$ cat config.mk
export PLATFORM = sky130hd
export DESIGN_NAME = keyword_substitution_cipher
export DESIGN_NICKNAME = d
export VERILOG_FILES = /design/src/rtl/core/ksc_pkg.sv /design/src/rtl/core/ksc_dp.sv /design/src/rtl/core/ksc_ctrl.sv /design/src/rtl/core/keyword_substitution_cipher.sv
export VERILOG_INCLUDE_DIRS = /design/src /design/src/rtl/core
export SDC_FILE = /design/constraint.sdc
export NUM_CORES = 1
export LEC_CHECK = 0
export BUFFER_PORTS_ARGS = -buffer_cell sky130_fd_sc_hd__buf_2
export CAP_MARGIN = 20
export CORE_MARGIN = 4
export CORE_UTILIZATION = 63
export DETAILED_ROUTE_END_ITERATION = 10
export GPL_TIMING_DRIVEN = 0
export MAX_ROUTING_LAYER = met4
export PLACE_DENSITY_LB_ADDON = 0.05
export SYNTH_ARGS = -nofsm -noshare
export SYNTH_HDL_FRONTEND = slang
export SYNTH_SLANG_ARGS = --single-unit
$ cat constraint.sdc
create_clock -name i_clk -period 6.09 [get_ports i_clk]
set_input_delay 0.609 -clock i_clk [delete_from_list [all_inputs] [get_ports i_clk]]
set_output_delay 0.609 -clock i_clk [all_outputs]
set_load 0.02 [all_outputs]
$ cat src/rtl/core/keyword_substitution_cipher_assert.svh
// assertion macros for the keyword substitution cipher
`ifndef KEYWORD_SUBSTITUTION_CIPHER_ASSERT_SVH
`define KEYWORD_SUBSTITUTION_CIPHER_ASSERT_SVH

// same-cycle implication, disabled while reset is held
`define KSC_ASSERT_NOW(label, clk, rst_n, ante, cons) \
    label: assert property (@(posedge clk) disable iff (!rst_n) (ante) |-> (cons)) \
        else $error("ksc assertion failed");

// next-cycle implication, disabled while reset is held
`define KSC_ASSERT_NEXT(label, clk, rst_n, ante, cons) \
    label: assert property (@(posedge clk) disable iff (!rst_n) (ante) |=> (cons)) \
        else $error("ksc assertion failed");

`endif

$ cat src/rtl/core/ksc_pkg.sv
`default_nettype none

package ksc_pkg;

    localparam int ALPHABET_SIZE = 26;
    localparam int ALPHA_W       = 5;
    localparam int KEY_LIMIT_DEF = 26;

    localparam logic [7:0] UPPER_A     = 8'd65;
    localparam logic [7:0] UPPER_Z     = 8'd90;
    localparam logic [7:0] LOWER_A     = 8'd97;
    localparam logic [7:0] LOWER_Z     = 8'd122;
    localparam logic [7:0] CASE_OFFSET = 8'd32;

    typedef enum logic [1:0] {
        KIND_KEY    = 2'd0,
        KIND_FINISH = 2'd1,
        KIND_ENC    = 2'd2,
        KIND_DEC    = 2'd3
    } t_kind;

    // controller to datapath
    typedef struct packed {
        logic               key_step;
        logic               text_step;
        logic               decrypt;
        logic               fill_step;
        logic               fill_last;
        logic [ALPHA_W-1:0] fill_idx;
    } t_dp_cmd;

    // datapath to controller
    typedef struct packed {
        logic table_full;
    } t_dp_status;

    function automatic logic [7:0] to_lower(input logic [7:0] c);
        if (c >= UPPER_A && c <= UPPER_Z) begin
            return c + CASE_OFFSET;
        end
        return c;
    endfunction

endpackage

`default_nettype wire

$ cat src/rtl/core/ksc_dp.sv
`default_nettype none

module ksc_dp #(
    parameter int KEY_LIMIT = ksc_pkg::KEY_LIMIT_DEF
) (
    input  wire logic                i_clk,
    input  wire logic                i_rst_n,
    input  wire ksc_pkg::t_dp_cmd    i_cmd,
    input  wire logic [7:0]          i_char,
    output ksc_pkg::t_dp_status      o_status,
    output logic [7:0]               o_char
);

    localparam int RAW_W = $clog2(KEY_LIMIT + 1);
    localparam int AW    = ksc_pkg::ALPHA_W;
    localparam int AS    = ksc_pkg::ALPHABET_SIZE;

    // key tables, written once per plain letter before the key is ready
    logic [AW-1:0] r_fwd [AS];
    logic [AW-1:0] r_inv [AS];

    logic [AS-1:0]    r_used, n_used;
    logic [AW-1:0]    r_filled, n_filled;
    logic [RAW_W-1:0] r_raw, n_raw;
    logic             r_ready, n_ready;
    logic [7:0]       r_char;

    logic [7:0]       w_lower;
    logic             w_is_letter;
    logic [AW-1:0]    w_letter;
    logic [AS-1:0]    w_eff_used;
    logic [AW-1:0]    w_eff_filled;
    logic [RAW_W-1:0] w_eff_raw;
    logic             w_assign;
    logic [AW-1:0]    w_assign_pos;
    logic [AW-1:0]    w_assign_letter;
    logic [AW-1:0]    w_sub;
    logic [7:0]       w_text_out;

    assign w_lower     = ksc_pkg::to_lower(i_char);
    assign w_is_letter = (w_lower >= ksc_pkg::LOWER_A) && (w_lower <= ksc_pkg::LOWER_Z);
    assign w_letter    = AW'(w_lower - ksc_pkg::LOWER_A);

    // a key character after a finished key starts over
    assign w_eff_used   = r_ready ? '0 : r_used;
    assign w_eff_filled = r_ready ? '0 : r_filled;
    assign w_eff_raw    = r_ready ? '0 : r_raw;

    always_comb begin
        n_used          = r_used;
        n_filled        = r_filled;
        n_raw           = r_raw;
        n_ready         = r_ready;
        w_assign        = 1'b0;
        w_assign_pos    = r_filled;
        w_assign_letter = w_letter;
        if (i_cmd.key_step) begin
            n_ready      = 1'b0;
            n_used       = w_eff_used;
            n_filled     = w_eff_filled;
            n_raw        = w_eff_raw;
            w_assign_pos = w_eff_filled;
            if (w_eff_raw < RAW_W'(KEY_LIMIT)) begin
                n_raw = w_eff_raw + 1'b1;
                if (w_is_letter && !w_eff_used[w_letter] && w_eff_filled < AW'(AS)) begin
                    w_assign           = 1'b1;
                    n_used[w_letter]   = 1'b1;
                    n_filled           = w_eff_filled + 1'b1;
                end
            end
        end else if (i_cmd.fill_step) begin
            w_assign_letter = i_cmd.fill_idx;
            if (r_filled < AW'(AS) && !r_used[i_cmd.fill_idx]) begin
                w_assign                 = 1'b1;
                n_used[i_cmd.fill_idx]   = 1'b1;
                n_filled                 = r_filled + 1'b1;
            end
            if (i_cmd.fill_last) begin
                n_ready = 1'b1;
            end
        end
    end

    assign w_sub      = i_cmd.decrypt ? r_inv[w_letter] : r_fwd[w_letter];
    assign w_text_out = (r_ready && w_is_letter) ? (ksc_pkg::LOWER_A + 8'(w_sub)) : w_lower;

    always_ff @(posedge i_clk) begin
        if (!i_rst_n) begin
            r_used   <= '0;
            r_filled <= '0;
            r_raw    <= '0;
            r_ready  <= 1'b0;
        end else begin
            r_used   <= n_used;
            r_filled <= n_filled;
            r_raw    <= n_raw;
            r_ready  <= n_ready;
        end
    end

    always_ff @(posedge i_clk) begin
        if (w_assign) begin
            r_fwd[w_assign_pos]    <= w_assign_letter;
            r_inv[w_assign_letter] <= w_assign_pos;
        end
        if (i_cmd.text_step) begin
            r_char <= w_text_out;
        end
    end

    assign o_status.table_full = (r_filled == AW'(AS));
    assign o_char              = r_char;

endmodule

`default_nettype wire

$ cat src/rtl/core/ksc_ctrl.sv
`default_nettype none

module ksc_ctrl (
    input  wire logic                 i_clk,
    input  wire logic                 i_rst_n,
    input  wire logic                 i_s_valid,
    input  wire logic [1:0]           i_kind,
    output logic                      o_s_ready,
    output logic                      o_m_valid,
    input  wire logic                 i_m_ready,
    input  wire ksc_pkg::t_dp_status  i_status,
    output ksc_pkg::t_dp_cmd          o_cmd
);

    localparam int AW = ksc_pkg::ALPHA_W;

    typedef enum logic {
        ST_IDLE,
        ST_FILL
    } t_state;

    t_state        r_state, n_state;
    logic [AW-1:0] r_fill_idx, n_fill_idx;
    logic          r_out_valid, n_out_valid;

    logic          w_accept;
    ksc_pkg::t_kind w_kind;

    assign w_kind    = ksc_pkg::t_kind'(i_kind);
    assign o_s_ready = (r_state == ST_IDLE) && (!r_out_valid || i_m_ready);
    assign w_accept  = i_s_valid && o_s_ready;

    always_comb begin
        o_cmd           = '0;
        o_cmd.fill_idx  = r_fill_idx;
        o_cmd.decrypt   = (w_kind == ksc_pkg::KIND_DEC);
        n_state         = r_state;
        n_fill_idx      = r_fill_idx;
        n_out_valid     = r_out_valid && !i_m_ready;
        case (r_state)
            ST_IDLE: begin
                if (w_accept) begin
                    case (w_kind)
                        ksc_pkg::KIND_KEY: begin
                            o_cmd.key_step = 1'b1;
                        end
                        ksc_pkg::KIND_FINISH: begin
                            n_state    = ST_FILL;
                            n_fill_idx = '0;
                        end
                        default: begin
                            o_cmd.text_step = 1'b1;
                            n_out_valid     = 1'b1;
                        end
                    endcase
                end
            end
            ST_FILL: begin
                o_cmd.fill_step = 1'b1;
                // stop early once every plain letter has an image
                if (i_status.table_full ||
                    r_fill_idx == AW'(ksc_pkg::ALPHABET_SIZE - 1)) begin
                    o_cmd.fill_last = 1'b1;
                    n_state         = ST_IDLE;
                end else begin
                    n_fill_idx = r_fill_idx + 1'b1;
                end
            end
            default: begin
                n_state = ST_IDLE;
            end
        endcase
    end

    always_ff @(posedge i_clk) begin
        if (!i_rst_n) begin
            r_state     <= ST_IDLE;
            r_fill_idx  <= '0;
            r_out_valid <= 1'b0;
        end else begin
            r_state     <= n_state;
            r_fill_idx  <= n_fill_idx;
            r_out_valid <= n_out_valid;
        end
    end

    assign o_m_valid = r_out_valid;

endmodule

`default_nettype wire

$ cat src/rtl/core/keyword_substitution_cipher.sv
// keyword substitution cipher
// slave stream s_axis_*: one word per item, tuser holds the kind (key character,
// finish key, encrypt, decrypt) and tdata holds the raw byte
// master stream m_axis_*: one word for every encrypt or decrypt item, none for
// key or finish items; tdata holds the substituted lowercase byte
// key characters and text items are taken back to back unless m_axis stalls; a text result appears on
// m_axis in the cycle after it is accepted and sits in an output register, so the
// next item is taken in the same cycle that the result is taken downstream
// a finish item walks the alphabet one letter per cycle to fill the unused
// letters, so it holds tready low after it is accepted until the walk ends
// (sooner when the key already covers the whole alphabet)
// while m_axis is stalled with a result waiting, s_axis_tready stays low
// reset (i_rst_n low, synchronous) clears the key state: text passes through
// lowercased until a key is finished; the tables themselves are not cleared
// only the first KEY_LIMIT raw key characters of a key count
`default_nettype none

`include "keyword_substitution_cipher_assert.svh"

module keyword_substitution_cipher #(
    parameter int KEY_LIMIT = ksc_pkg::KEY_LIMIT_DEF
) (
    input  wire logic       i_clk,
    input  wire logic       i_rst_n,
    input  wire logic       s_axis_tvalid,
    output logic            s_axis_tready,
    input  wire logic [7:0] s_axis_tdata,   // [7:0] char_in
    input  wire logic [1:0] s_axis_tuser,   // [1:0] kind
    output logic            m_axis_tvalid,
    input  wire logic       m_axis_tready,
    output logic [7:0]      m_axis_tdata    // [7:0] char_out
);

    ksc_pkg::t_dp_cmd    w_cmd;
    ksc_pkg::t_dp_status w_status;

    // handshake terms used by the checks below
    logic w_s_fire;
    logic w_s_text;
    logic w_m_wait;

    // sequencing: accepts words, walks the fill on finish, owns output valid
    ksc_ctrl u_ctrl (
        .i_clk     (i_clk),
        .i_rst_n   (i_rst_n),
        .i_s_valid (s_axis_tvalid),
        .i_kind    (s_axis_tuser),
        .o_s_ready (s_axis_tready),
        .o_m_valid (m_axis_tvalid),
        .i_m_ready (m_axis_tready),
        .i_status  (w_status),
        .o_cmd     (w_cmd)
    );

    // key state, forward and inverse tables, output byte register
    ksc_dp #(
        .KEY_LIMIT (KEY_LIMIT)
    ) u_dp (
        .i_clk    (i_clk),
        .i_rst_n  (i_rst_n),
        .i_cmd    (w_cmd),
        .i_char   (s_axis_tdata),
        .o_status (w_status),
        .o_char   (m_axis_tdata)
    );

    assign w_s_fire = s_axis_tvalid && s_axis_tready;
    assign w_s_text = (s_axis_tuser == ksc_pkg::KIND_ENC) ||
                      (s_axis_tuser == ksc_pkg::KIND_DEC);
    assign w_m_wait = m_axis_tvalid && !m_axis_tready;

    // a waiting result that is not taken blocks new input
    `KSC_ASSERT_NOW(a_stall_blocks_input, i_clk, i_rst_n, w_m_wait, !s_axis_tready)

    // no input is taken while the fill walk runs
    `KSC_ASSERT_NOW(a_fill_blocks_input, i_clk, i_rst_n, w_cmd.fill_step, !s_axis_tready)

    // an accepted text word gives a result in the next cycle
    `KSC_ASSERT_NEXT(a_text_gives_result, i_clk, i_rst_n, w_s_fire && w_s_text, m_axis_tvalid)

    // key and finish words never raise a result
    `KSC_ASSERT_NEXT(a_key_no_result, i_clk, i_rst_n, w_s_fire && !w_s_text, !$rose(m_axis_tvalid))

endmodule

`default_nettype wire
; Word level (Yosys, flattened, before mapping)
; Memory sizes are Yosys's and may differ from the RTL's.
; Index checks and enable logic that the tools add are counted.
[totals]
register_bits = 52
input_bits = 14
out_inout_bits = 10
elab_cells = 118
mem_count = 2
ramBits = 260
[classes]
mux = 54
n_addsub = 7
bitwise = 4
reduce_logical = 25
n_lt_le_gt_ge = 11
n_eq_ne = 7
[mem_list]
columns = name, words, width, read_ports, rd_clocked_by_memory_dff, write_ports, line_no
row1 = u_dp.r_fwd, 26, 5, 1, 0, 1, ksc_dp.sv:19  ; logic [AW-1:0] r_fwd [AS];
row2 = u_dp.r_inv, 26, 5, 1, 0, 1, ksc_dp.sv:20  ; logic [AW-1:0] r_inv [AS];
[ops]
columns = cell, count
row1 = two-way mux 26 bit, 6
row2 = two-way mux 5 bit, 15
row3 = OR 26 bit, 2
row4 = two-way mux 8 bit, 3
row5 = two-way mux 1 bit, 21
row6 = adder 5 x 1 -> 5 bit (second input constant), 4
row7 = greater-or-equal comparator 8 x 7 -> 1 bit (second input constant), 2
row8 = less-or-equal comparator 8 x 7 -> 1 bit (second input constant), 2
row9 = < comparator 5 bit (second input constant), 3
row10 = < comparator 5 x 6 -> 1 bit (second input constant), 2
row11 = logical AND 1 bit, 11
row12 = binary-select mux 1 bit (select 5 bit), 2
row13 = demux 1 bit (select 5 bit), 2
row14 = == test 5 bit (second input constant), 2
row15 = greater-or-equal comparator 5 x 1 -> 1 bit (second input constant), 2
row16 = case mux 5 bit (2 select lines), 1
row17 = adder 7 x 5 -> 8 bit (first input constant), 1
row18 = adder 8 x 6 -> 8 bit (second input constant), 1
row19 = two-way mux 2 bit, 3
row20 = subtractor 5 x 1 -> 5 bit (second input constant), 1
row21 = logical NOT 1 bit, 4
row22 = inequality test 2 bit (second input constant), 2
row23 = AND reduction 2 bit, 2
row24 = nonzero test 2 bit, 2
row25 = other kinds (9), 12

; Depth between registers and ports, before layout
[depth]
word_depth = 15
ltp_mapped = 23
mapped_depth_nobuf = 13

; Modules after synthesis
; A second synthesis with hierarchy kept.
[unflattened]
cells_unflattened = 1059
area_unflattened_um2 = 14457.6
[by_module_without_submodules]
columns = mod, n_inst, area_per_inst_um2, cells_per_inst, seq_area_each_um2
row1 = ksc_dp, 1, 14029.7, 1009, 8788.4
row2 = ksc_ctrl, 1, 427.9, 50, 140.1

; Worst setup path after synthesis
; Ideal clock, no wire load.
[synth_path]
path_type = input port to flip-flop
from = input s_axis_tdata[0]
to = memory u_dp.r_inv[14][0] (netlist bit) (enable)
path_stages = 17
setup_time_ps = 381
arrival_time_ps = 4774
path_buffers = 11
setup_slack_ps = 935
t_required_ps = 5709
path_cell_list = buf_6 -> buf_8 -> buf_12 -> buf_8 -> buf_6 -> buf_6 -> buf_4 -> inv_1 -> ha_1 -> buf_4 -> buf_4 -> buf_2 -> buf_2 -> mux2i_1 -> nor2b_1 -> nand2_1 -> nor4_1
[synth_between]
elab_cells_between_ends = 23
classes_between = 2 x add/sub / 4 x order compare / 12 x mux / 5 x reduce/logical
[synth_lines]
columns = item, line_no
row1 = "start, declared", keyword_substitution_cipher.sv:27  ; input wire logic [7:0] s_axis_tdata,
row2 = greater-or-equal comparator 8 x 7 -> 1 bit / less-or-equal comparator 8 x 7 -> 1 bit (equally long branches), ksc_pkg.sv:38  ; if (c >= UPPER_A && c <= UPPER_Z) begin
row3 = logical AND 1 bit, ksc_pkg.sv:38
row4 = two-way mux 1 bit, ksc_pkg.sv:38
row5 = two-way mux 8 bit *, ksc_pkg.sv:41  ; return c;
row6 = subtractor 5 x 1 -> 5 bit *, ksc_dp.sv:42  ; assign w_letter = AW'(w_lower - ksc_pkg::LOWER_A);
row7 = two-way mux 5 bit, ksc_dp.sv:71  ; end else if (i_cmd.fill_step) begin
row8 = two-way mux 5 bit *, ksc_dp.sv:57  ; if (i_cmd.key_step) begin
row9 = via u_dp.w_assign_letter[1], ksc_dp.sv:36  ; logic [AW-1:0] w_assign_letter;
row10 = "end, declared", ksc_dp.sv:20
; Mark *: on every way through the listed nets, which the timed path passes. The rest lies on a longest branch. The select of a mux whose other input is x is not followed.

; Worst setup path after layout
; Same ends and word-level chain as after synthesis.

==> flow_metrics.tcl <==
set metrics [dict create \
    min_period_ns 5.87 \
    synthFlopType "edfxtp_1" \
    maxSlewViolCount 0 \
    synth_cells 1012 \
    via_count 9672 \
    arrival_ns 6.07 \
    routed_via_density 6.89 \
    power_density_nw_per_um2 287 \
    clk_latency_ns 0.58 \
    grt_pass1_wl_mm 60.1 \
    synth.distinct_cells 85 \
    antenna_cells 0 \
    multiInputGateArea_um2 5070 \
    wl_mm 39.7 \
    async_flop_share 0 \
    start_util 0.640 \
    yosys_warnings 0 \
    final_net_count 1125 \
    worst_slack_ns 0.216 \
    cp_data_required_time_ns 6.29 \
    track_usage 0.323 \
    cp.depth 18 \
    drive_gt1_frac 0.205 \
    ys_seq_elements 312 \
    cts_tree "done" \
    outcome "completed" \
    finalClockSkew_ns 0.0293 \
    reg2reg_depth 7 \
    critPathLaunchType "input port" \
    max-cap-violations 0 \
    path_clk_slew_ns 0.06 \
    placed_area_um2 15100 \
    die_width_um 160 \
    cts_buffer_depth 3 \
    wl_per_cell_um 28.3 \
    gp_congestion 1.04 \
    hold_viol 0 \
    path_class "input port to register" \
    synth_area_per_cell_um2 14.3 \
    synth_edf_count 268 \
    fmax_mhz 170 \
    p_total_mw 4.65 \
    maxSlewHeadroom 0.241 \
    worst_pin_slew_ns 1.13 \
    n_fill_cell 1480 \
    dr.pass1.iters 5 \
    h-tree-depth 1 \
    ys_seq_area_frac 0.616 \
    holdWs_ns 0.329 \
    area_growth_pct 11.7 \
    ios 24 \
    postRouteAntennaNets 0 \
    clkSinkCount 312 \
    post-route-util 0.715 \
    p_leak_nw 5.37 \
    cpPeakStageDelay_ns 0.91 \
    fin_crit_sh 0.965 \
    dp_hpwl_mm 27.7 \
    synth_fp_nets 1042 \
    cts_inserted_buffers 30 \
    overflow 0 \
    seq_area_um2 8930 \
    drc 0 \
    crit_path_max_fanout 31 \
    io_buffers 21 \
    rrSetupSlack_ns 1.19 \
    grt_pass1_vias 9437 \
    cts_hold_buf 0 \
    slowest_stage "nor4_1" \
    clock-root-buffer "clkbuf_16" \
    end_kind "register" \
    core.rowCount 55 \
    grt_max_degree 36 \
    pre_cts_ws_ns -0.453 \
    ir_drop_uv 246 \
    holdCritPathClass "input port to register" \
    holdPathStages 3 \
    critPathTopFamily "buffers and inverters" \
    core_um2 22600 \
    antenna_found_initial 0 \
    critPathBufInv 13 \
    crit_chain "buf_2, buf_6, buf_8, buf_12, buf_8, buf_6, buf_6, buf_4, inv_1, ha_1, buf_4, buf_4, buf_2, buf_2, mux2i_4, nor2b_1, nand2_1, nor4_1" \
    final_cell_area_um2 16200 \
    dieHeight_um 160 \
    drt_iter0_drc 1486 \
    die-area_um2 25500 \
    finalSetupViolCount 0 \
    synth_area_um2 14500 \
]
-- power breakdown --
group	total (mW)	internal, mW	switching (mW)
registers	2.36	2.35	0.0130
logic	0.459	0.150	0.309
clock network	1.83	1.04	0.792
total	4.65	3.54	1.11
-- cell families after synthesis --
| family | after synthesis | share of synthesized area |
|---|---|---|
| flip-flops | 312 | 0.616 |
| AND/OR/NAND/NOR | 295 | 0.108 |
| AO/OA/AOI/OAI | 178 | 0.0904 |
| buffers and inverters | 109 | 0.0380 |
| multiplexers | 91 | 0.127 |
| adder cells (fa/ha/maj) | 16 | 0.0138 |
| XOR/XNOR | 11 | 0.00717 |
-- per-layer routing --
| layer | vias up | GRT usage | part of all wire |
|---|---|---|---|
| li1 | 4188 | - | - |
| met1 | 4804 | 0.464 | 0.40 |
| met2 | 562 | 0.481 | 0.46 |
| met3 | 118 | 0.0532 | 0.098 |
| met4 | 0 | 0.106 | 0.041 |
| met5 | - | - | 0 |
-- worst register-to-register path, cell delays in order, from the launching register on --
cell and delay [ns]:
dfxtp_1 0.29, clkbuf_1 0.27, nor4b_1 0.89, nor2b_1 0.35, nand2_1 0.23, nand2_1 0.34
clkinv_1 0.90, nor4_1 1.26
-- layout by cell type, fill, tap and decap left out, drive strengths merged, types with 16 or more instances in the layout --
master	count
mux4	72
edfxtp	268
a21oi	30
clkinv	19
nor2b	18
dfxtp	44
mux2i	16
clkbuf	79
nor3	37
buf	71
inv	40
o21ai	31
a31oi	23
nor4	38
ha	16
nand2	61
nand3	23
nor2	59
-- sequential cells by signal (all words and copies together) (netlist names) --
signal,cells
u_ctrl.r_fill_idx,5
u_dp.r_inv,130
u_dp.o_char,8
u_dp.r_used,26
u_ctrl.o_m_valid,1
u_dp.r_ready,1
u_ctrl.r_state,1
u_dp.r_filled,5
u_dp.r_fwd,130
u_dp.r_raw,5
-- area by class of cell --
cell class	instances	area share
Multi-Input combinational cell	591	0.313
Timing Repair Buffer	51	0.0193
Clock buffer	36	0.0478
Sequential cell	312	0.552
Buffer	65	0.0240
Tap cell	285	0.0220
Inverter	44	0.0102
Clock inverter	19	0.0121
-- Yosys cell counts, types with 16 or more instances --
master	n	area (µm²)
ha_1	16	200
nor2_1	59	221
a21oi_1	30	150
o21ai_0	29	145
a31oi_1	20	125
nand2_1	61	229
dfxtp_1	44	881
inv_1	39	146
nor3_1	33	165
nor4_1	37	231
mux4_2	66	1490
nand3_1	23	115
buf_2	19	95.1
edfxtp_1	268	8050
mux2i_1	16	160
nor2b_1	18	113
clkbuf_1	27	101
-- final timing paths --
path / startpoint / end
setup / recovery: s_axis_tdata[0] / u_dp.r_inv[14][0]
hold reg to reg: u_dp.r_raw[4] / u_dp.r_raw[4]
hold / removal: s_axis_tdata[7] / u_dp.o_char[7]
setup reg to reg: u_ctrl.r_state / u_dp.r_fwd[8][1]
-- what timing repair did --
action / CTS / global route
setup endpoints to repair: 0 / 21
setup buffers: 0 / 0
resized for setup: 0 / 9
-- metrics by stage --
step / TNS [ns] / std cells
2_1_floorplan: 0 / 1012
4_1_cts: 0 / 1384
3_3_place_gp: -174.91 / 1318
6_report: 0 / 1403
5_1_grt: -0.00247 / 1403
3_5_place_dp: -50.10 / 1329
No activity file was read; power rests on OpenSTA's default activity.
